**src/hdl/ogg_granule_position_mapper_core_defines.svh**
```systemverilog
// Assertion macros for the granule position mapper.
// Used by the top level only; depends on nothing.
`ifndef OGG_GRANULE_POSITION_MAPPER_CORE_DEFINES_SVH
`define OGG_GRANULE_POSITION_MAPPER_CORE_DEFINES_SVH

// Same-cycle implication, disabled while reset is high.
`define OGPM_ASSERT_IMP(name, clk, rst, ante, cons) \
   name: assert property (@(posedge clk) disable iff (rst) (ante) |-> (cons)) \
      else $error("ogpm assertion failed");

// Next-cycle implication, disabled while reset is high.
`define OGPM_ASSERT_NXT(name, clk, rst, ante, cons) \
   name: assert property (@(posedge clk) disable iff (rst) (ante) |=> (cons)) \
      else $error("ogpm assertion failed");

`endif

```
**src/hdl/ogpm_pkg.sv**
```systemverilog
// Types and constants shared by the granule position mapper modules.
// Depends on nothing.
package ogpm_pkg;

   localparam logic [1:0] GranuleRuleNone    = 2'd0;
   localparam logic [1:0] GranuleRuleDefault = 2'd1;
   localparam logic [1:0] GranuleRuleTheora  = 2'd2;
   localparam logic [1:0] GranuleRuleDirac   = 2'd3;

   localparam logic [1:0] KeyRuleNever  = 2'd0;
   localparam logic [1:0] KeyRuleAlways = 2'd1;
   localparam logic [1:0] KeyRuleTheora = 2'd2;
   localparam logic [1:0] KeyRuleDirac  = 2'd3;

   localparam logic [2:0] RegGranuleRule  = 3'd0;
   localparam logic [2:0] RegKeyframeRule = 3'd1;
   localparam logic [2:0] RegGranuleShift = 3'd2;
   localparam logic [2:0] RegRateNum      = 3'd3;
   localparam logic [2:0] RegRateDen      = 3'd4;

   localparam int DiracSplit = 22;
   localparam logic [12:0] DiracDelayMask = 13'h1fff;
   localparam logic [7:0] DiracDistMask = 8'hff;
   localparam logic [13:0] DiracGranuleBias = 14'd4;

   localparam logic [31:0] NsPerSecond = 32'd1000000000;

   localparam logic [2:0] MulStepG0  = 3'd0;
   localparam logic [2:0] MulStepG1  = 3'd1;
   localparam logic [2:0] MulStepP0  = 3'd2;
   localparam logic [2:0] MulStepP1  = 3'd3;
   localparam logic [2:0] MulStepP2  = 3'd4;
   localparam logic [5:0] DivLastBit = 6'd63;

   typedef enum logic [3:0] {
      ST_IDLE,
      ST_STEP1,
      ST_STEP2,
      ST_TCHECK,
      ST_MUL,
      ST_ACC,
      ST_SATCHK,
      ST_DIV,
      ST_FINISH
   } state_type;

   typedef struct packed {
      logic       load;
      logic       step1;
      logic       step2;
      logic       tcheck;
      logic       mul;
      logic       acc;
      logic [2:0] mstep;
      logic       satchk;
      logic       div;
      logic       div_last;
      logic       publish;
   } cmd_type;

   typedef struct packed {
      logic mode_compose;
      logic time_trivial;
      logic sat;
   } status_type;

endpackage

```
**src/hdl/ogpm_ctrl.sv**
```systemverilog
// Sequencing state machine of the granule position mapper.
// Depends on ogpm_pkg for the state, command and status types.
module ogpm_ctrl import ogpm_pkg::*; (
   input  logic       clock,
   input  logic       reset,
   input  logic       req_valid,
   output logic       req_ready,
   output logic       rsp_valid,
   input  logic       rsp_ready,
   input  status_type status,
   output cmd_type    cmd
);

   state_type  state_ff, state_in;
   logic [2:0] mstep_ff, mstep_in;
   logic [5:0] bit_ff, bit_in;
   logic       rsp_valid_ff, rsp_valid_in;

   always_ff @(posedge clock) begin
      if (reset) begin
         state_ff     <= ST_IDLE;
         mstep_ff     <= '0;
         bit_ff       <= '0;
         rsp_valid_ff <= 1'b0;
      end else begin
         state_ff     <= state_in;
         mstep_ff     <= mstep_in;
         bit_ff       <= bit_in;
         rsp_valid_ff <= rsp_valid_in;
      end
   end

   always_comb begin
      state_in  = state_ff;
      mstep_in  = mstep_ff;
      bit_in    = bit_ff;
      cmd       = '0;
      cmd.mstep = mstep_ff;
      req_ready = 1'b0;
      unique case (state_ff)
         ST_IDLE: begin
            req_ready = 1'b1;
            if (req_valid) begin
               cmd.load = 1'b1;
               state_in = ST_STEP1;
            end
         end
         ST_STEP1: begin
            cmd.step1 = 1'b1;
            state_in  = status.mode_compose ? ST_FINISH : ST_STEP2;
         end
         ST_STEP2: begin
            cmd.step2 = 1'b1;
            state_in  = ST_TCHECK;
         end
         ST_TCHECK: begin
            cmd.tcheck = 1'b1;
            mstep_in   = MulStepG0;
            state_in   = status.time_trivial ? ST_FINISH : ST_MUL;
         end
         ST_MUL: begin
            cmd.mul  = 1'b1;
            state_in = ST_ACC;
         end
         ST_ACC: begin
            cmd.acc = 1'b1;
            if (mstep_ff == MulStepP2) begin
               state_in = ST_SATCHK;
            end else begin
               mstep_in = mstep_ff + 3'd1;
               state_in = ST_MUL;
            end
         end
         ST_SATCHK: begin
            cmd.satchk = 1'b1;
            bit_in     = '0;
            state_in   = status.sat ? ST_FINISH : ST_DIV;
         end
         ST_DIV: begin
            cmd.div      = 1'b1;
            cmd.div_last = (bit_ff == DivLastBit);
            if (bit_ff == DivLastBit) begin
               state_in = ST_FINISH;
            end else begin
               bit_in = bit_ff + 6'd1;
            end
         end
         ST_FINISH: begin
            if (!rsp_valid_ff || rsp_ready) begin
               cmd.publish = 1'b1;
               state_in    = ST_IDLE;
            end
         end
         default: state_in = ST_IDLE;
      endcase
   end

   always_comb begin
      priority if (cmd.publish) begin
         rsp_valid_in = 1'b1;
      end else if (rsp_ready) begin
         rsp_valid_in = 1'b0;
      end else begin
         rsp_valid_in = rsp_valid_ff;
      end
   end

   assign rsp_valid = rsp_valid_ff;

endmodule

```
**config.mk**
```make
export PLATFORM = sky130hd
export DESIGN_NAME = ogpm_ctrl
export DESIGN_NICKNAME = d
export VERILOG_FILES = /design/src/hdl/ogg_granule_position_mapper_core_defines.svh /design/src/hdl/ogpm_pkg.sv /design/src/hdl/ogpm_ctrl.sv
export SDC_FILE = /design/constraint.sdc
export NUM_CORES = 1
export LEC_CHECK = 0
export ABC_AREA = 1
export BUFFER_PORTS_ARGS = -buffer_cell sky130_fd_sc_hd__buf_2
export CELL_PAD_IN_SITES_DETAIL_PLACEMENT = 0
export CELL_PAD_IN_SITES_GLOBAL_PLACEMENT = 2
export CORE_MARGIN = 2
export CORE_UTILIZATION = 25
export CTS_CLUSTER_SIZE = 30
export DETAILED_ROUTE_END_ITERATION = 10
export HOLD_SLACK_MARGIN = 0.02
export PLACE_DENSITY = 0.69
export SLEW_MARGIN = 40
export SYNTH_ARGS = -nofsm -noshare
export SYNTH_HDL_FRONTEND = slang
export SYNTH_SLANG_ARGS = --single-unit
```
**constraint.sdc**
```tcl
create_clock -name clock -period 1.2 [get_ports clock]
set_input_delay 0.24 -clock clock [delete_from_list [all_inputs] [get_ports clock]]
set_output_delay 0.24 -clock clock [all_outputs]
set_load 0.02 [all_outputs]
```
* Yosys cells after proc, flatten, opt, wreduce, memory -nomap -nowiden
Cells that the tools add are included.
Word-level totals: input bits 7, register bits 14, output and inout bits 15
Operators by class: reductions and logical operators 9, eq/ne operators 15, multiplexer cells 26, add/subtract/negate cells 2
Operators with widths (count):
- $pmux 4 s9 | 1
- $mux 4 | 6
- $eq 4x3->1 const B | 4
- $mux 1 | 13
- $pmux 6 s2 | 1
- $ne 2x2->1 const B | 5
- $eq 4x2->1 const B | 2
- $add 6x1->6 const B | 1
- $eq 6x6->1 const B | 1
- $mux 6 | 1
- $pmux 3 s2 | 1
- $reduce_bool 2->1 | 3
- $eq 4x1->1 const B | 1
- $eq 4x4->1 const B | 1
- $logic_not 4->1 | 1
- $mux 2 | 2
- $reduce_and 2->1 | 2
- $add 3x1->3 const B | 1
- $eq 3x3->1 const B | 1
- $mux 3 | 1
- $reduce_and 3->1 | 1
- $logic_not 1->1 | 1
- $logic_or 1x1->1 | 1

* Longest topological paths before layout
word-level depth 5, gate-level depth with buffers 10, mapped depth without buffers 9

* Worst setup path before layout
OpenSTA, ideal clock, no wires.
kind reg2out, start point reg bit_ff[0], end point out cmd[1] in the netlist's numbering, buffers on the path 0, arrival time 1.151 ns, slack -0.191 ns, required time 0.960 ns, stages on the path, launching flop included 6, path through dfxtp_1 -> ha_1 -> nand2_1 -> nor2_1 -> inv_1 -> nor2_1
RTL lines:
- start, declared | RTL line ogpm_ctrl.sv:16 | logic [5:0] bit_ff, bit_in;
- start signal, assigned | RTL line ogpm_ctrl.sv:28 | bit_ff <= bit_in;
- end, declared | RTL line ogpm_ctrl.sv:11 | output cmd_type cmd

==> results.json <==
{
  "crit_path_cell_trace": "ha_4 -> nand2_4 -> nor2_4 -> inv_2 -> nor2_4 -> buf_6",
  "post-route-drc-count": 0,
  "worst_pin_slew_ns": 0.232,
  "drv_cap": 0,
  "gp_congestion": 0.785,
  "status": "finished with violations",
  "drv_slew": 0,
  "start_util": 0.260,
  "drive_above_1_share": 0.614,
  "crit_path_end_kind": "primary output",
  "met1Wirelength_mm": 1.15,
  "h-tree-depth": 1,
  "track_usage": 0.135,
  "cts-buffers-inserted": 3,
  "avgSynthCellArea_sq_um": 6.70,
  "dpl.hpwl_mm": 1.97,
  "peakVddDrop_uv": 514,
  "tns_ns": -2.80,
  "cts_tree": "built",
  "grt_pass1_vias": 1014,
  "power.leakage_nw": 0.814,
  "final_cell_area_sq_mm": 0.00173,
  "setup_slack_ns": -0.216,
  "antennaDiodeCount": 0,
  "yosysUniqueCellTypes": 24,
  "dp_cells": 226,
  "area_growth_syn_to_layout_pct": 82.8,
  "final_util": 0.475,
  "routed-wl-met2_mm": 1.58,
  "cts-root-buf": "clkbuf_8",
  "pre_cts_ws_ns": -0.0968,
  "slew_headroom": 0.844,
  "yosysWarningCount": 0,
  "vias_per_cell": 4.47,
  "io_pins": 22,
  "post_drt_wl_per_cell_um": 11.6,
  "antenna_found_initial": 0,
  "die_x_um": 65.5,
  "dieArea_sq_mm": 0.00429,
  "period_minus_slack_ns": 1.42,
  "power_density_mw_per_mm2": 771,
  "worst_path_most_repeated_cell": "nor2_4",
  "hold_viol_final": 0,
  "grt_overflow_total": 0,
  "drt-total-wl_mm": 2.83,
  "critPathMaxStageDelay_ns": 0.36,
  "wl_met3_um": 87,
  "fin_skew_ns": 0.000799,
  "rsz0062_at_grt": "yes",
  "path_max_fanout": 2,
  "cp.required_ns": 0.96,
  "clockBufferDepth": 2,
  "period_share": 1.18,
  "arrival_ns": 1.18,
  "power_mw": 1.33,
  "dieHeight_um": 65.5,
  "grt_pass1_wl_mm": 4.42,
  "syn-num-nets": 151,
  "max_freq_mhz": 706,
  "cts.sinks": 14,
  "first_pass_iters": 4,
  "failed_checks": "negative setup slack",
  "port-buffer-count": 21,
  "placementRows": 22,
  "yosysSeqAreaShare": 0.297,
  "top_layer_used": "met4",
  "holdWs_ns": 0.324,
  "via_count": 1096,
  "clk_pin_slew_ns": 0.06,
  "coreArea_sq_mm": 0.00363,
  "ys_ff_latch": 14,
  "final_nets": 208,
  "drt-initial-drc-count": 15,
  "place_area_sq_mm": 0.00127,
  "grt_max_degree": 11,
  "netlist_area_sq_um": 945,
  "slowest_stage": "dfxtp_4",
  "hold_class": "input pin to register",
  "start_kind": "register",
  "setup_viol": 24,
  "cts_hold_buf": 0,
  "finish.cell_count_without_fillers": 245,
  "critPathKind": "register to primary output",
  "clkLatencyLatePin_ns": 0.24,
  "synthesis.instances": 141,
  "detail-route-antenna-nets": 0
}
[path summary, 6_finish.rpt]
kind	to	cells past startpoint	slack [ns]	startpoint
max	cmd[1]	6	-0.22	bit_ff[0]
min	state_ff[2]	4	0.32	reset
max reg2reg	bit_ff[0]	9	-0.13	bit_ff[0]
min reg2reg	bit_ff[5]	2	0.51	bit_ff[5]
[cells by family (layout without fill, tap and decap cells)]
kind of cell | after synthesis | in the layout | synth area share
simple gates | 77 | 77 | 0.425
buf+inv | 27 | 83 | 0.121
fa+ha+maj | 3 | 3 | 0.0397
compound gates | 19 | 19 | 0.109
xor+xnor | 1 | 1 | 0.00927
flops | 14 | 14 | 0.297
[worst max-delay path: cells and delay by family (launching register included)]
kind          cells  cell delay [ns]
fa+ha+maj         1             0.15
buf+inv           2             0.18
simple gates      3             0.25
flops             1             0.36
[registers in the layout, summed over array words and instances, names as in the netlist]
name and flops:
rsp_valid 1, bit_ff 6, state_ff 4, mstep_ff 3
[synth_stat cells]
master	n	area share
clkbuf_1	1	0.0040
dfxtp_1	14	0.30
nor3_4	1	0.017
o21ai_1	1	0.0053
a21oi_1	11	0.058
nand2_2	1	0.0066
nand4_1	4	0.026
o21ai_0	4	0.021
nor3_1	1	0.0053
nor2_2	2	0.013
clkinv_4	1	0.0093
nor2_4	2	0.024
o211ai_1	3	0.024
buf_4	2	0.016
xor2_1	1	0.0093
nor2_1	21	0.083
nand3b_1	1	0.0079
ha_1	3	0.040
inv_1	21	0.083
nand2_1	26	0.10
nand2_4	4	0.048
nand3_1	13	0.069
inv_2	2	0.0079
nor2_8	1	0.021
[placed cells by master (no fill, tap or decap), types with 2 or more instances in the layout]
cell / instances
buf_4: 26
buf_6: 19
nand2_1: 15
inv_1: 13
nor2_1: 12
nor2_4: 11
buf_2: 10
nand2_4: 9
nand2_2: 7
nand3_1: 7
a21oi_1: 7
inv_2: 6
dfxtp_1: 6
nand3_2: 5
dfxtp_4: 5
nand4_1: 4
a21oi_2: 4
clkbuf_8: 4
o211ai_1: 3
o21ai_0: 3
dfxtp_2: 3
nor2_2: 2
inv_6: 2
inv_4: 2
ha_1: 2
[per-layer routing]
| layer | vias up | track usage |
|---|---|---|
| li1 | 570 | - |
| met1 | 503 | 0.149 |
| met2 | 21 | 0.261 |
| met3 | 2 | 0.0205 |
| met4 | 0 | 0.0391 |
| met5 | - | 0 |
[cell type report]
cell class / instances / area (sq um)
clock buffer: 4 / 55.1
fill: 392 / 1910
inverter: 24 / 110
multi-input combinational: 100 / 739
sequential: 14 / 303
tap: 48 / 60.1
timing repair buffer: 55 / 459
[timing repair]
item | in CTS | in global routing
hold endpoints to repair | 0 | 0
resized for setup | 66 | 23
buffers inserted | 13 | 4
endpoints found under the setup margin | 24 | 25
pin swaps | 23 | 22
[report_power, final]
part	internal (mW)	switching (mW)	leakage, nW
clock	0.291	0.165	0.0288
combinational	0.176	0.197	0.667
sequential	0.476	0.0284	0.118
total	0.942	0.390	0.814
Note: power is estimated with default switching activity, not from simulation.
