`src/hdl/ogg_granule_position_mapper_core_defines.svh`:
```
// Assertion macros for the granule position mapper.
// Used by the top level only; depends on nothing.
`ifndef OGG_GRANULE_POSITION_MAPPER_CORE_DEFINES_SVH
`define OGG_GRANULE_POSITION_MAPPER_CORE_DEFINES_SVH

// Same-cycle implication, disabled while reset is high.
`define OGPM_ASSERT_IMP(name, clk, rst, ante, cons) \
   name: assert property (@(posedge clk) disable iff (rst) (ante) |-> (cons)) \
      else $error("ogpm assertion failed");

// Next-cycle implication, disabled while reset is high.
`define OGPM_ASSERT_NXT(name, clk, rst, ante, cons) \
   name: assert property (@(posedge clk) disable iff (rst) (ante) |=> (cons)) \
      else $error("ogpm assertion failed");

`endif

```
`src/hdl/ogpm_pkg.sv`:
```
// Types and constants shared by the granule position mapper modules.
// Depends on nothing.
package ogpm_pkg;

   localparam logic [1:0] GranuleRuleNone    = 2'd0;
   localparam logic [1:0] GranuleRuleDefault = 2'd1;
   localparam logic [1:0] GranuleRuleTheora  = 2'd2;
   localparam logic [1:0] GranuleRuleDirac   = 2'd3;

   localparam logic [1:0] KeyRuleNever  = 2'd0;
   localparam logic [1:0] KeyRuleAlways = 2'd1;
   localparam logic [1:0] KeyRuleTheora = 2'd2;
   localparam logic [1:0] KeyRuleDirac  = 2'd3;

   localparam logic [2:0] RegGranuleRule  = 3'd0;
   localparam logic [2:0] RegKeyframeRule = 3'd1;
   localparam logic [2:0] RegGranuleShift = 3'd2;
   localparam logic [2:0] RegRateNum      = 3'd3;
   localparam logic [2:0] RegRateDen      = 3'd4;

   localparam int DiracSplit = 22;
   localparam logic [12:0] DiracDelayMask = 13'h1fff;
   localparam logic [7:0] DiracDistMask = 8'hff;
   localparam logic [13:0] DiracGranuleBias = 14'd4;

   localparam logic [31:0] NsPerSecond = 32'd1000000000;

   localparam logic [2:0] MulStepG0  = 3'd0;
   localparam logic [2:0] MulStepG1  = 3'd1;
   localparam logic [2:0] MulStepP0  = 3'd2;
   localparam logic [2:0] MulStepP1  = 3'd3;
   localparam logic [2:0] MulStepP2  = 3'd4;
   localparam logic [5:0] DivLastBit = 6'd63;

   typedef enum logic [3:0] {
      ST_IDLE,
      ST_STEP1,
      ST_STEP2,
      ST_TCHECK,
      ST_MUL,
      ST_ACC,
      ST_SATCHK,
      ST_DIV,
      ST_FINISH
   } state_type;

   typedef struct packed {
      logic       load;
      logic       step1;
      logic       step2;
      logic       tcheck;
      logic       mul;
      logic       acc;
      logic [2:0] mstep;
      logic       satchk;
      logic       div;
      logic       div_last;
      logic       publish;
   } cmd_type;

   typedef struct packed {
      logic mode_compose;
      logic time_trivial;
      logic sat;
   } status_type;

endpackage

```
`src/hdl/ogpm_csr.sv`:
```
// Configuration register file of the granule position mapper, APB-style access.
// Depends on ogpm_pkg for the register indexes.
module ogpm_csr import ogpm_pkg::*; #(
   parameter int RATE_WIDTH = 32
) (
   input  logic                  clock,
   input  logic                  reset,
   input  logic                  psel,
   input  logic                  penable,
   input  logic                  pwrite,
   input  logic [4:0]            paddr,
   input  logic [31:0]           pwdata,
   output logic [31:0]           prdata,
   output logic [1:0]            granule_rule,
   output logic [1:0]            keyframe_rule,
   output logic [5:0]            granule_shift,
   output logic [(RATE_WIDTH < 32 ? RATE_WIDTH : 32)-1:0] rate_numerator,
   output logic [(RATE_WIDTH < 32 ? RATE_WIDTH : 32)-1:0] rate_denominator
);

   localparam int RegW = (RATE_WIDTH < 32) ? RATE_WIDTH : 32;

   logic [1:0]      grule_ff, grule_in;
   logic [1:0]      krule_ff, krule_in;
   logic [5:0]      shift_ff, shift_in;
   logic [RegW-1:0] num_ff, num_in;
   logic [RegW-1:0] den_ff, den_in;
   logic [2:0]      index;
   logic            wr;

   assign index = paddr[4:2];
   assign wr    = psel & penable & pwrite;

   always_comb begin
      grule_in = grule_ff;
      krule_in = krule_ff;
      shift_in = shift_ff;
      num_in   = num_ff;
      den_in   = den_ff;
      if (wr) begin
         unique case (index)
            RegGranuleRule:  grule_in = pwdata[1:0];
            RegKeyframeRule: krule_in = pwdata[1:0];
            RegGranuleShift: shift_in = pwdata[5:0];
            RegRateNum:      num_in   = pwdata[RegW-1:0];
            RegRateDen:      den_in   = pwdata[RegW-1:0];
            default: ;
         endcase
      end
   end

   always_ff @(posedge clock) begin
      if (reset) begin
         grule_ff <= '0;
         krule_ff <= '0;
         shift_ff <= '0;
         num_ff   <= '0;
         den_ff   <= '0;
      end else begin
         grule_ff <= grule_in;
         krule_ff <= krule_in;
         shift_ff <= shift_in;
         num_ff   <= num_in;
         den_ff   <= den_in;
      end
   end

   always_comb begin
      unique case (index)
         RegGranuleRule:  prdata = 32'(grule_ff);
         RegKeyframeRule: prdata = 32'(krule_ff);
         RegGranuleShift: prdata = 32'(shift_ff);
         RegRateNum:      prdata = 32'(num_ff);
         RegRateDen:      prdata = 32'(den_ff);
         default:         prdata = '0;
      endcase
   end

   assign granule_rule     = grule_ff;
   assign keyframe_rule    = krule_ff;
   assign granule_shift    = shift_ff;
   assign rate_numerator   = num_ff;
   assign rate_denominator = den_ff;

endmodule

```
`config.mk`:
```
export PLATFORM = sky130hd
export DESIGN_NAME = ogpm_csr
export DESIGN_NICKNAME = d
export VERILOG_FILES = /design/src/hdl/ogg_granule_position_mapper_core_defines.svh /design/src/hdl/ogpm_pkg.sv /design/src/hdl/ogpm_csr.sv
export SDC_FILE = /design/constraint.sdc
export NUM_CORES = 1
export LEC_CHECK = 0
export ABC_CLOCK_PERIOD_IN_PS = 3010
export BUFFER_PORTS_ARGS = -buffer_cell sky130_fd_sc_hd__buf_2
export CORE_ASPECT_RATIO = 0.9
export CORE_UTILIZATION = 40
export DETAILED_ROUTE_END_ITERATION = 8
export PLACE_DENSITY = 0.78
export SYNTH_ARGS = -nofsm -noshare
export SYNTH_HDL_FRONTEND = slang
export SYNTH_SLANG_ARGS = --single-unit
```
`constraint.sdc`:
```
create_clock -name clock -period 3.01 [get_ports clock]
set_input_delay 0.1505 -clock clock [delete_from_list [all_inputs] [get_ports clock]]
set_output_delay 0.1505 -clock clock [all_outputs]
set_load 0.005 [all_outputs]
```
=== After elaboration in Yosys (flattened, before gate mapping) ===
Cells that the tools add are included.

* Bitwise operators: 2
* Reductions and logical operators: 6
* Mux-type cells: 1
* Eq/ne operators: 4

{| class="wikitable"
|+ Operators by type and width
! operator !! number
|-
| case mux 32 bit (5 select lines) || 1
|-
| AND reduction 2 bit || 5
|-
| equality test 3 x 2 -> 1 bit, second input constant || 2
|-
| equality test 3 x 1 -> 1 bit, second input constant || 1
|-
| equality test 3 bit, second input constant || 1
|-
| zero test 3 bit || 1
|-
| bitwise AND 1 bit || 2
|}

* Flip-flop bits (word level): 74
* Bits of input ports: 42
* Word-level logic and storage cells: 18
* Output and inout bits: 106

=== Depth between registers and ports, before layout ===
Gate-level depths: netlist of the first run.

* Depth in word-level cells: 3
* Depth in mapped cells: 5
* Depth with buffers taken out: 3

=== Worst setup path before layout of the first run ===
No wires, ideal clock.

* Kind: input -> output
* Start: in paddr[4]
* End: out prdata[10]
* Cell stages on the path: 5
* Arrival: 999 ps
* Buffers on the path: 2
* Slack: 1,861 ps
* Data required time: 2,859 ps
* Cells stage by stage: nand2b_1 > buf_2 > nor2_2 > buf_4 > a22o_1

* Longest elaborated chain between the ends: 2
* Elaborated cells on any way between the ends: 6
* Classes of those cells: eq/ne (4); mux (1); reduce/logical (1)

{| class="wikitable"
|+ RTL lines
! item !! RTL line !! source
|-
| from (decl) || ogpm_csr.sv:11 || <nowiki>input logic [4:0] paddr,</nowiki>
|-
| equality test 3 bit (tied with other cells) || ogpm_csr.sv:69 || <nowiki>unique case (index)</nowiki>
|-
| case mux 32 bit (5 select lines) (*) || ogpm_csr.sv:69 ||
|-
| to (decl) || ogpm_csr.sv:13 || <nowiki>output logic [31:0] prdata,</nowiki>
|}

Every way passes the cells marked *; elsewhere a longest branch is shown, timed or not.

=== Final worst setup path of the first run ===
* Start: in paddr[4]
* End: out prdata[14]

Same word-level chain as after synthesis.

==> results of run 1 <==
==> state kept, by name (all words and copies together), names as in the netlist <==
name              count
keyframe_rule         2
rate_numerator       32
rate_denominator     32
granule_rule          2
granule_shift         6
==> through the flow <==
step / power, mW / area, sq um / setup WS (ns) / cells / utilization [%]
2_1_floorplan: 1.10 / 3530 / 1.86 / 383 / -
3_3_place_gp: 1.15 / 4310 / 1.31 / 622 / 50.3
3_5_place_dp: 1.16 / 4310 / 1.27 / 622 / 50.3
4_1_cts: 1.90 / 4490 / 1.34 / 637 / 52.4
5_1_grt: 1.96 / 4490 / 1.24 / 637 / 52.4
6_report: 1.89 / 4490 / 1.35 / 637 / 52.4
==> worst max path at each step <==
stage,endpoint,depth (start not counted),startpoint,slack (ns)
final,prdata[14],7,paddr[4],1.35
after global placement,rate_numerator[4],4,paddr[2],1.31
after detailed placement,rate_numerator[17],4,paddr[2],1.27
after floorplan,prdata[10],5,paddr[4],1.86
after CTS,prdata[14],7,paddr[4],1.34
after global routing,prdata[6],7,paddr[3],1.24
==> logic make-up (layout without fill, tap and decap cells) <==
group | after synthesis | count (layout) | synth area share (%)
flops | 74 | 74 | 42.0
mux | 50 | 50 | 14.2
buf+inv | 35 | 170 | 4.79
compound gates | 100 | 100 | 17.1
simple gates | 124 | 124 | 21.9
==> synth_stat cells (all sizes together) <==
master,number,area share [%]
a22o,26,6.5
and3b,1,0.25
and4b,1,0.28
buf,14,2.6
clkbuf,20,2.1
dfxtp,74,42
inv,1,0.11
mux2i,50,14
nand2,5,0.53
nand2b,77,14
nand3b,3,0.64
nand4,1,0.18
nor2,2,0.28
nor2b,32,5.7
nor3b,1,0.21
o21a,2,0.43
o21ai,72,10
or2,1,0.18
==> critical path: stages <==
cell and delay [ns]:
buf_2 0.19, nand2b_1 0.14, buf_4 0.35, nor2_2 0.05
buf_4 0.24, a22o_1 0.26, buf_2 0.13
==> layer usage <==
metal / up-vias / GRT usage [%] / share of wire, %
li1: 1575 / - / -
met2: 128 / 31.9 / 47
met3: 18 / 5.93 / 6.7
met5: - / 0 / 0
met1: 1496 / 25.0 / 44
met4: 0 / 8.45 / 2.2
==> where the power goes <==
part / internal, mW / switching, mW
sequential: 0.985 / 0.00542
combinational: 0.0619 / 0.0797
clock: 0.400 / 0.354
==> area by class of cell <==
type,instances,area (sq um)
Inverter,1,3.75
Multi-Input combinational cell,274,1880
Clock inverter,3,40.0
Sequential cell,74,1480
Timing Repair Buffer,154,793
Clock buffer,12,145
Tap cell,119,149
Fill cell,840,4080
==> results by group, run 1 <==
Die
  • Die area: 0.00919 sq mm
  • Initial Util: 41.2%
  • Chip height: 91.1 um
  • Core area: 0.00857 sq mm
  • Ports: 148
  • Die width: 101 um
  • Core Rows: 32

Global route
  • Vias in the first global route: 3039
  • Total grt overflow: 0
  • Gr usage total: 20.0%
  • First-pass GRT wire length: 14.5 mm
  • Antenna violations before repair: 0
  • Largest net degree at the start of global routing: 45

Yosys
  • Post-Syn Nets: 425
  • Register area share after synthesis: 42.0%
  • Synth unique cells: 22
  • Cells after Synth: 383
  • Synthesis Warnings: 0
  • Mapped Avg Cell Area: 9.21 sq um
  • Yosys reg bits: 74
  • Synthesized area: 0.00353 sq mm

Min path
  • Worst hold path type: input pin to flop
  • Hold depth: 3
  • Hold path endpoint: rate_denominator[20]
  • Hold Crit Start: pwdata[20]

Power
  • Leakage Power: 2.29 nW
  • Max VDD drop: 198 uV
  • Cell Pwr Density: 420 mW/mm^2

Critical path
  • CP arrival: 1.51 ns
  • FF-to-FF End: rate_numerator[21]
  • Critical Path Sink Type: primary output
  • R2R Setup Slk: 2.16 ns
  • Critical path startpoint category: input pin
  • CP max FO: 38
  • WS Path Type: input pin to primary output
  • Critical Path RT: 2.86 ns
  • Critical R2R Launch: rate_numerator[21]
  • Worst R2R Path Depth: 3

Clock tree
  • Clock edge transition at the registers on the reported setup and hold paths: 0.07 ns
  • CTS Hold Bufs: 0
  • CTS max path bufs: 2
  • Max H-tree Level: 3
  • CTS Sinks: 74
  • Clk_lat worst skew: 0.34 ns
  • Cts repair resizes: 0
  • Clock Tree Root: clkbuf_8
  • Number of setup buffers added after CTS: 0
  • CTS tree: done
  • CTS Buf Count: 9

Route
  • Number of remaining DRC errors: 0
  • WL/cell: 14.3 um
  • Drt first pass iters: 4
  • DR vias/cell: 5.05
  • Routed WL: 9.14 mm
  • Vias: 3217
  • Detailed Route Iter0 Violations: 69
  • Antenna-violating nets left: 0

STA
  • Final period utilization: 55.2%
  • Max_slew headroom: 29.6%
  • Setup TNS: 0 ns
  • Hold Slack: 0.0867 ns
  • Setup violators final: 0
  • RSZ-0062 raised after global routing: no
  • Clock Skew: 0 ns
  • Worst-Margin Slew: 1.06 ns
  • Final slew viol count: 0
  • Fin crit period: 1.66 ns
  • Fmax: 0.601 GHz
  • Hold Vio Cnt, Final: 0

Final layout
  • Share of post-route cells with drive strength above 1: 32.6%
  • # diodes: 0
  • Final #Nets: 556
  • Most frequent cells in the layout: buf_2, nand2b_1, dfxtp_1
  • Area Overhead vs Synth: 27.4%
  • Commonest non-fill, non-tap cell in the layout: buf_2

Placement
  • GP Congestion: 0.766
  • DP HPWL: 6.23 mm
  • Port buffer count: 145

Run status
  • Status: finished clean

Run
  • Max_cap viols: 0
(Power assumes the default switching activity.)
==> run 2, diff against run 1 <==
Settings changed: ABC_AREA set to 1, ABC_CLOCK_PERIOD_IN_PS 3010 to 1490, PLACE_DENSITY 0.78 to 0.8.
Clock period 3.01 ns to 1.49 ns, I/O delays scaled along.
==> results by group, run 2 <==
Global route
  • Antenna violations before repair: 0 (unchanged)
  • First-pass GRT wire length: 14.8 mm (+2.3%)
  • Largest net degree at the start of global routing: 75 (+67%)
  • Vias in the first global route: 3287 (+8.2%)
  • Total grt overflow: 0 (unchanged)
  • Gr usage total: 20.0% (-0.032 points)

Critical path
  • Worst R2R Path Depth: 2 (-1)
  • Critical Path RT: 1.42 ns (-1.44 ns)
  • Critical R2R Launch: rate_numerator[10]
  • CP max FO: 18 (-53%)
  • Critical path startpoint category: input pin
  • Critical Path End: prdata[25]
  • Critical Path Sink Type: primary output
  • Crit path cell chain: buf_2 -> inv_2 -> nand3_4 -> inv_1 -> buf_4 -> nand2_1 -> nand2_1 -> buf_2
  • CP arrival: 1.17 ns (-0.34 ns)
  • Critical Path Slowest Stage Cell: buf_4
  • FF-to-FF End: rate_numerator[10]
  • Slowest stage delay, CP: 0.22 ns (-0.13 ns)
  • R2R Setup Slk: 0.87 ns (-1.29 ns)
  • Worst Setup SP: paddr[4]
  • WS Path Type: input pin to primary output

Final layout
  • # diodes: 0 (unchanged)
  • Finished Cell Area: 0.00460 sq mm (+2.3%)
  • Post-layout util: 53.1% (+0.70 points)
  • Finished Layout Cells: 829 (+30%)
  • Final #Nets: 748 (+35%)
  • Area Overhead vs Synth: 27.6%
  • Commonest non-fill, non-tap cell in the layout: nand2_1
  • Share of post-route cells with drive strength above 1: 25.5% (-7.1 points)
  • Most frequent cells in the layout: nand2_1, nor2_1, buf_2

Yosys
  • Post-Syn Nets: 614 (+44%)
  • Synthesis Warnings: 0 (unchanged)
  • Top cell type's share of synthesized area: 41.1% (-0.89 points)
  • Most common library cells after synthesis: nand2_1, nor2_1, dfxtp_1
  • Most instantiated library cell after synthesis: nand2_1
  • EDFF count, synth: 0 (unchanged)
  • Top_reg_cell synth: dfxtp_1
  • Yosys reg bits: 74 (unchanged)
  • Ys async rst share: 0% (unchanged)
  • Synthesized area: 0.00360 sq mm (+2.2%)
  • Cells after Synth: 572 (+49%)
  • Area leader, netlist: dfxtp_1
  • Top area cells in the synthesized netlist: dfxtp_1, nand2_1, nor2_1, nand3_1, buf_6
  • Register area share after synthesis: 41.1% (-0.89 points)
  • Synth unique cells: 17 (-23%)
  • Mapped Avg Cell Area: 6.30 sq um (-32%)

Placement
  • Dpl ws: 0.210 ns (-1.06 ns)
  • Placed insts: 814 (+31%)
  • GP Congestion: 0.852 (+11%)
  • DP HPWL: 6.43 mm (+3.2%)
  • Dpl cell area: 0.00437 sq mm (+1.5%)
  • Port buffer count: 145 (unchanged)

STA
  • Fin crit period: 1.24 ns
  • Worst setup margin: 0.248 ns (-1.10 ns)
  • Setup violators final: 0 (unchanged)
  • Clock Skew: 0 ns (unchanged)
  • Hold Slack: 0.0487 ns (-0.0380 ns)
  • Fmax: 0.805 GHz
  • Hold Vio Cnt, Final: 0 (unchanged)
  • Max_slew headroom: 71.5% (+42 points)
  • Final slew viol count: 0 (unchanged)
  • RSZ-0062 raised after global routing: no
  • Final period utilization: 83.4%
  • Setup TNS: 0 ns (unchanged)
  • Worst-Margin Slew: 0.426 ns (-0.630 ns)

Route
  • Routed WL: 9.26 mm (+1.3%)
  • Number of remaining DRC errors: 0 (unchanged)
  • Vias: 3844 (+19%)
  • Drt first pass iters: 4 (unchanged)
  • Antenna-violating nets left: 0 (unchanged)
  • DR vias/cell: 4.64 (-8.2%)
  • Detailed Route Iter0 Violations: 144 (+110%)
  • WL/cell: 11.2 um (-22%)

Clock tree
  • Clock edge transition at the registers on the reported setup and hold paths: 0.07 ns (about the same)
  • CTS Buf Count: 9 (unchanged)
  • CTS Sinks: 74 (unchanged)
  • Clock Tree Root: clkbuf_8
  • Cts repair resizes: 0 (unchanged)
  • CTS max path bufs: 2 (unchanged)
  • Max H-tree Level: 3 (unchanged)
  • Number of setup buffers added after CTS: 0 (unchanged)
  • CTS tree: done
  • Clk_lat worst skew: 0.33 ns (about the same)
  • CTS Hold Bufs: 0 (unchanged)

Power
  • Max VDD drop: 580 uV (+190%)
  • Leakage Power: 2.55 nW (+11%)
  • Cell Pwr Density: 900 mW/mm^2 (+110%)
  • Total power: 4.14 mW (+120%)

Die
  • Ports: 148 (unchanged)
  • Die area: 0.00939 sq mm (+2.1%)
  • Die width: 102 um (+1.1%)
  • Core Rows: 32 (unchanged)
  • Core area: 0.00865 sq mm (+0.93%)
  • Chip height: 92.0 um (+1.0%)
  • Initial Util: 41.7% (+0.50 points)

Min path
  • Worst hold path type: input pin to flop

Run
  • Max_cap viols: 0 (unchanged)

Run status
  • Status: finished clean
[run 2: report_power, final]
part / leakage [nW] / switching [mW] / internal [mW]
logic: 1.83 / 0.225 / 0.138
registers: 0.597 / 0.0194 / 2.00
clock network: 0.116 / 0.722 / 1.03
total: 2.55 / 0.967 / 3.17
[run 2: how the worst min path moves through the flow]
stage	depth (start not counted)	start	end	slack, ns
final	5	pwdata[13]	rate_numerator[13]	0.05
after global routing	5	pwdata[13]	rate_numerator[13]	0.05
after CTS	5	pwdata[13]	rate_numerator[13]	0.02
after detailed placement	5	pwdata[7]	rate_numerator[7]	0.40
after global placement	5	pwdata[30]	rate_numerator[30]	0.38
after floorplan	4	pwdata[17]	rate_numerator[17]	0.29
[run 2: logic make-up after synthesis]
group	count (synthesis)	synth area share, %
DFF	74	41.1
buffers and inverters	71	10.6
and+or+nand+nor	427	48.3
[run 2: area by class of cell]
class	count	area [sq um]
sequential	74	1480
tap	119	149
fill	867	4050
clock inverter	4	73.8
inverter	38	143
multi-input combinational	427	1740
clock buffer	11	151
timing repair buffer	156	858
[run 2: routing by layer]
metal / up-vias / part of all wire, % / GRT usage, %
li1: 1986 / - / -
met4: 0 / 0.59 / 5.71
met5: - / 0 / 0
met3: 7 / 6.0 / 4.42
met2: 140 / 48 / 35.9
met1: 1711 / 45 / 23.5
[run 2: critical path, delay by kind of cell]
family | cells | cell delay [ns]
and+or+nand+nor | 3 | 0.31
buffers and inverters | 5 | 0.78
==> run 3, diff against run 2 <==
Settings changed: ABC_CLOCK_PERIOD_IN_PS 1490 to 1200, PLACE_DENSITY 0.8 to 0.77.
Clock period 1.49 ns to 1.2 ns, I/O delays scaled along.
==> results by group, run 3 (synthesis gave the netlist of run 2 again) <==
Global route
  • Total grt overflow: 0 (unchanged)
  • Gr usage total: 20.7% (+0.75 points)
  • Vias in the first global route: 3522 (+7.1%)
  • Largest net degree at the start of global routing: 75 (unchanged)
  • First-pass GRT wire length: 15.6 mm (+4.8%)
  • Antenna violations before repair: 0 (unchanged)

Route
  • Detailed Route Iter0 Violations: 102 (-29%)
  • DR vias/cell: 4.63 (-0.18%)
  • Drt first pass iters: 4 (unchanged)
  • WL/cell: 11.3 um (+1.1%)
  • Antenna-violating nets left: 0 (unchanged)
  • Number of remaining DRC errors: 0 (unchanged)
  • Vias: 3865 (+0.55%)
  • Routed WL: 9.43 mm (+1.8%)

STA
  • Hold Slack: 0.0343 ns (-0.0144 ns)
  • Worst setup margin: 0.0253 ns (-0.223 ns)
  • Final slew viol count: 0 (unchanged)
  • Final period utilization: 97.9%
  • Hold Vio Cnt, Final: 0 (unchanged)
  • Worst-Margin Slew: 0.308 ns (-0.118 ns)
  • Max_slew headroom: 79.4% (+7.9 points)
  • Fmax: 0.851 GHz
  • Clock Skew: 0 ns (unchanged)
  • RSZ-0062 raised after global routing: yes
  • Fin crit period: 1.17 ns
  • Setup violators final: 0 (unchanged)

Clock tree
  • Clock Tree Root: clkbuf_8
  • Clk_lat worst skew: 0.34 ns (about the same)
  • CTS Sinks: 74 (unchanged)
  • CTS Buf Count: 9 (unchanged)
  • CTS max path bufs: 2 (unchanged)
  • Clock edge transition at the registers on the reported setup and hold paths: 0.07 ns (about the same)
  • Max H-tree Level: 3 (unchanged)
  • CTS tree: done

Critical path
  • Critical path startpoint category: flop
  • CP arrival: 1.11 ns (-0.06 ns)
  • CP max FO: 3 (-15)
  • Critical Path Sink Type: primary output
  • WS Path Type: flop to primary output
  • Critical Path RT: 1.14 ns (-0.28 ns)

Final layout
  • Commonest non-fill, non-tap cell in the layout: nand2_1
  • Most frequent cells in the layout: nand2_1, nor2_1, buf_2
  • Post-layout util: 53.6% (+0.48 points)
  • Finished Cell Area: 0.00464 sq mm (+0.90%)
  • Reg area: 0.00149 sq mm (+0.34%)
  • Final #Nets: 755 (+0.94%)
  • Area Overhead vs Synth: 28.7%
  • Finished Layout Cells: 835 (+0.72%)
  • Multi-input logic area: 0.00174 sq mm (unchanged)
  • Share of post-route cells with drive strength above 1: 26.5% (+1.0 points)
  • Number of fill cells: 880 (+1.5%)
  • # diodes: 0 (unchanged)

Die
  • Ports: 148 (unchanged)
  • Core area: 0.00865 sq mm (unchanged)
  • Initial Util: 41.7% (unchanged)
  • Die area: 0.00939 sq mm (unchanged)
  • Die width: 102 um (unchanged)
  • Core Rows: 32 (unchanged)
  • Chip height: 92.0 um (unchanged)

Power
  • Cell Pwr Density: 996 mW/mm^2 (+11%)
  • Leakage Power: 2.56 nW (+0.59%)
  • Max VDD drop: 476 uV (-18%)

Placement
  • DP HPWL: 6.69 mm (+4.0%)
  • Placed insts: 820 (+0.74%)
  • Port buffer count: 145 (unchanged)
  • Dpl cell area: 0.00447 sq mm (+2.2%)
  • Dpl ws: 0.0628 ns (-0.147 ns)
  • GP Congestion: 0.836 (-1.9%)

Run
  • Max_cap viols: 0 (unchanged)

Min path
  • Worst hold path type: input pin to flop

Run status
  • Status: finished clean
run 3: changes by cell type in the layout (fill, tap and decap cells not counted), sizes merged:
| cell | previous run | this run |
|---|---|---|
| inv | 38 | 37 |
| bufinv | 2 | 0 |
| clkinv | 2 | 3 |
| buf | 156 | 163 |
| clkinvlp | 0 | 1 |
run 3: cell type report:
type                            count  share of cell area, %
Multi-Input combinational cell    427                   37.5
Sequential cell                    74                   32.1
Timing Repair Buffer              163                   20.7
Tap cell                          119                   3.21
Inverter                           38                   3.08
Clock buffer                       11                   3.05
Clock inverter                      3                  0.378
run 3: per-layer routing:
metal	routed length, um	GRT usage [%]	share of wire (%)
met3	563	4.50	6.0
met4	150	7.26	1.6
met5	0	0	0
met1	4290	25.4	46
met2	4420	35.5	47
run 3: worst paths after layout:
kind	startpoint	to	slack (ns)	cells past startpoint
max	rate_numerator[1]	prdata[1]	0.03	5
max reg2reg	rate_numerator[0]	rate_numerator[0]	0.51	3
min reg2reg	rate_numerator[25]	rate_numerator[25]	0.50	2
min	pwdata[9]	rate_numerator[9]	0.03	5
run 3: metrics by stage:
| stage | setup TNS, ns | power (mW) |
|---|---|---|
| final | 0 | 4.62 |
| after global routing | -0.0864 | 4.83 |
| after CTS | 0 | 4.67 |
| after detailed placement | 0 | 3.04 |
| after global placement | 0 | 3.02 |
| after floorplan | 0 | 2.85 |
run 3: timing repair:
item,in CTS,in global routing
hold buffers,0,0
endpoints found under the setup margin,0,2
setup buffers,0,1
resized for setup,0,4
endpoints found under the hold margin,0,0
run 3: worst max-delay path, cell delays in order (launching register included):
cell and delay [ns]:
dfxtp_2 0.33, nand4_1 0.08, nand2_1 0.06, nor2_1 0.12, nand2_1 0.06, buf_2 0.12
run 3: where the power goes:
part	internal [mW]	switching (mW)	leakage, nW	total (mW)
Combinational	0.186	0.281	1.88	0.466
Clock	0.778	0.864	0.0810	1.64
Sequential	2.49	0.0244	0.599	2.51
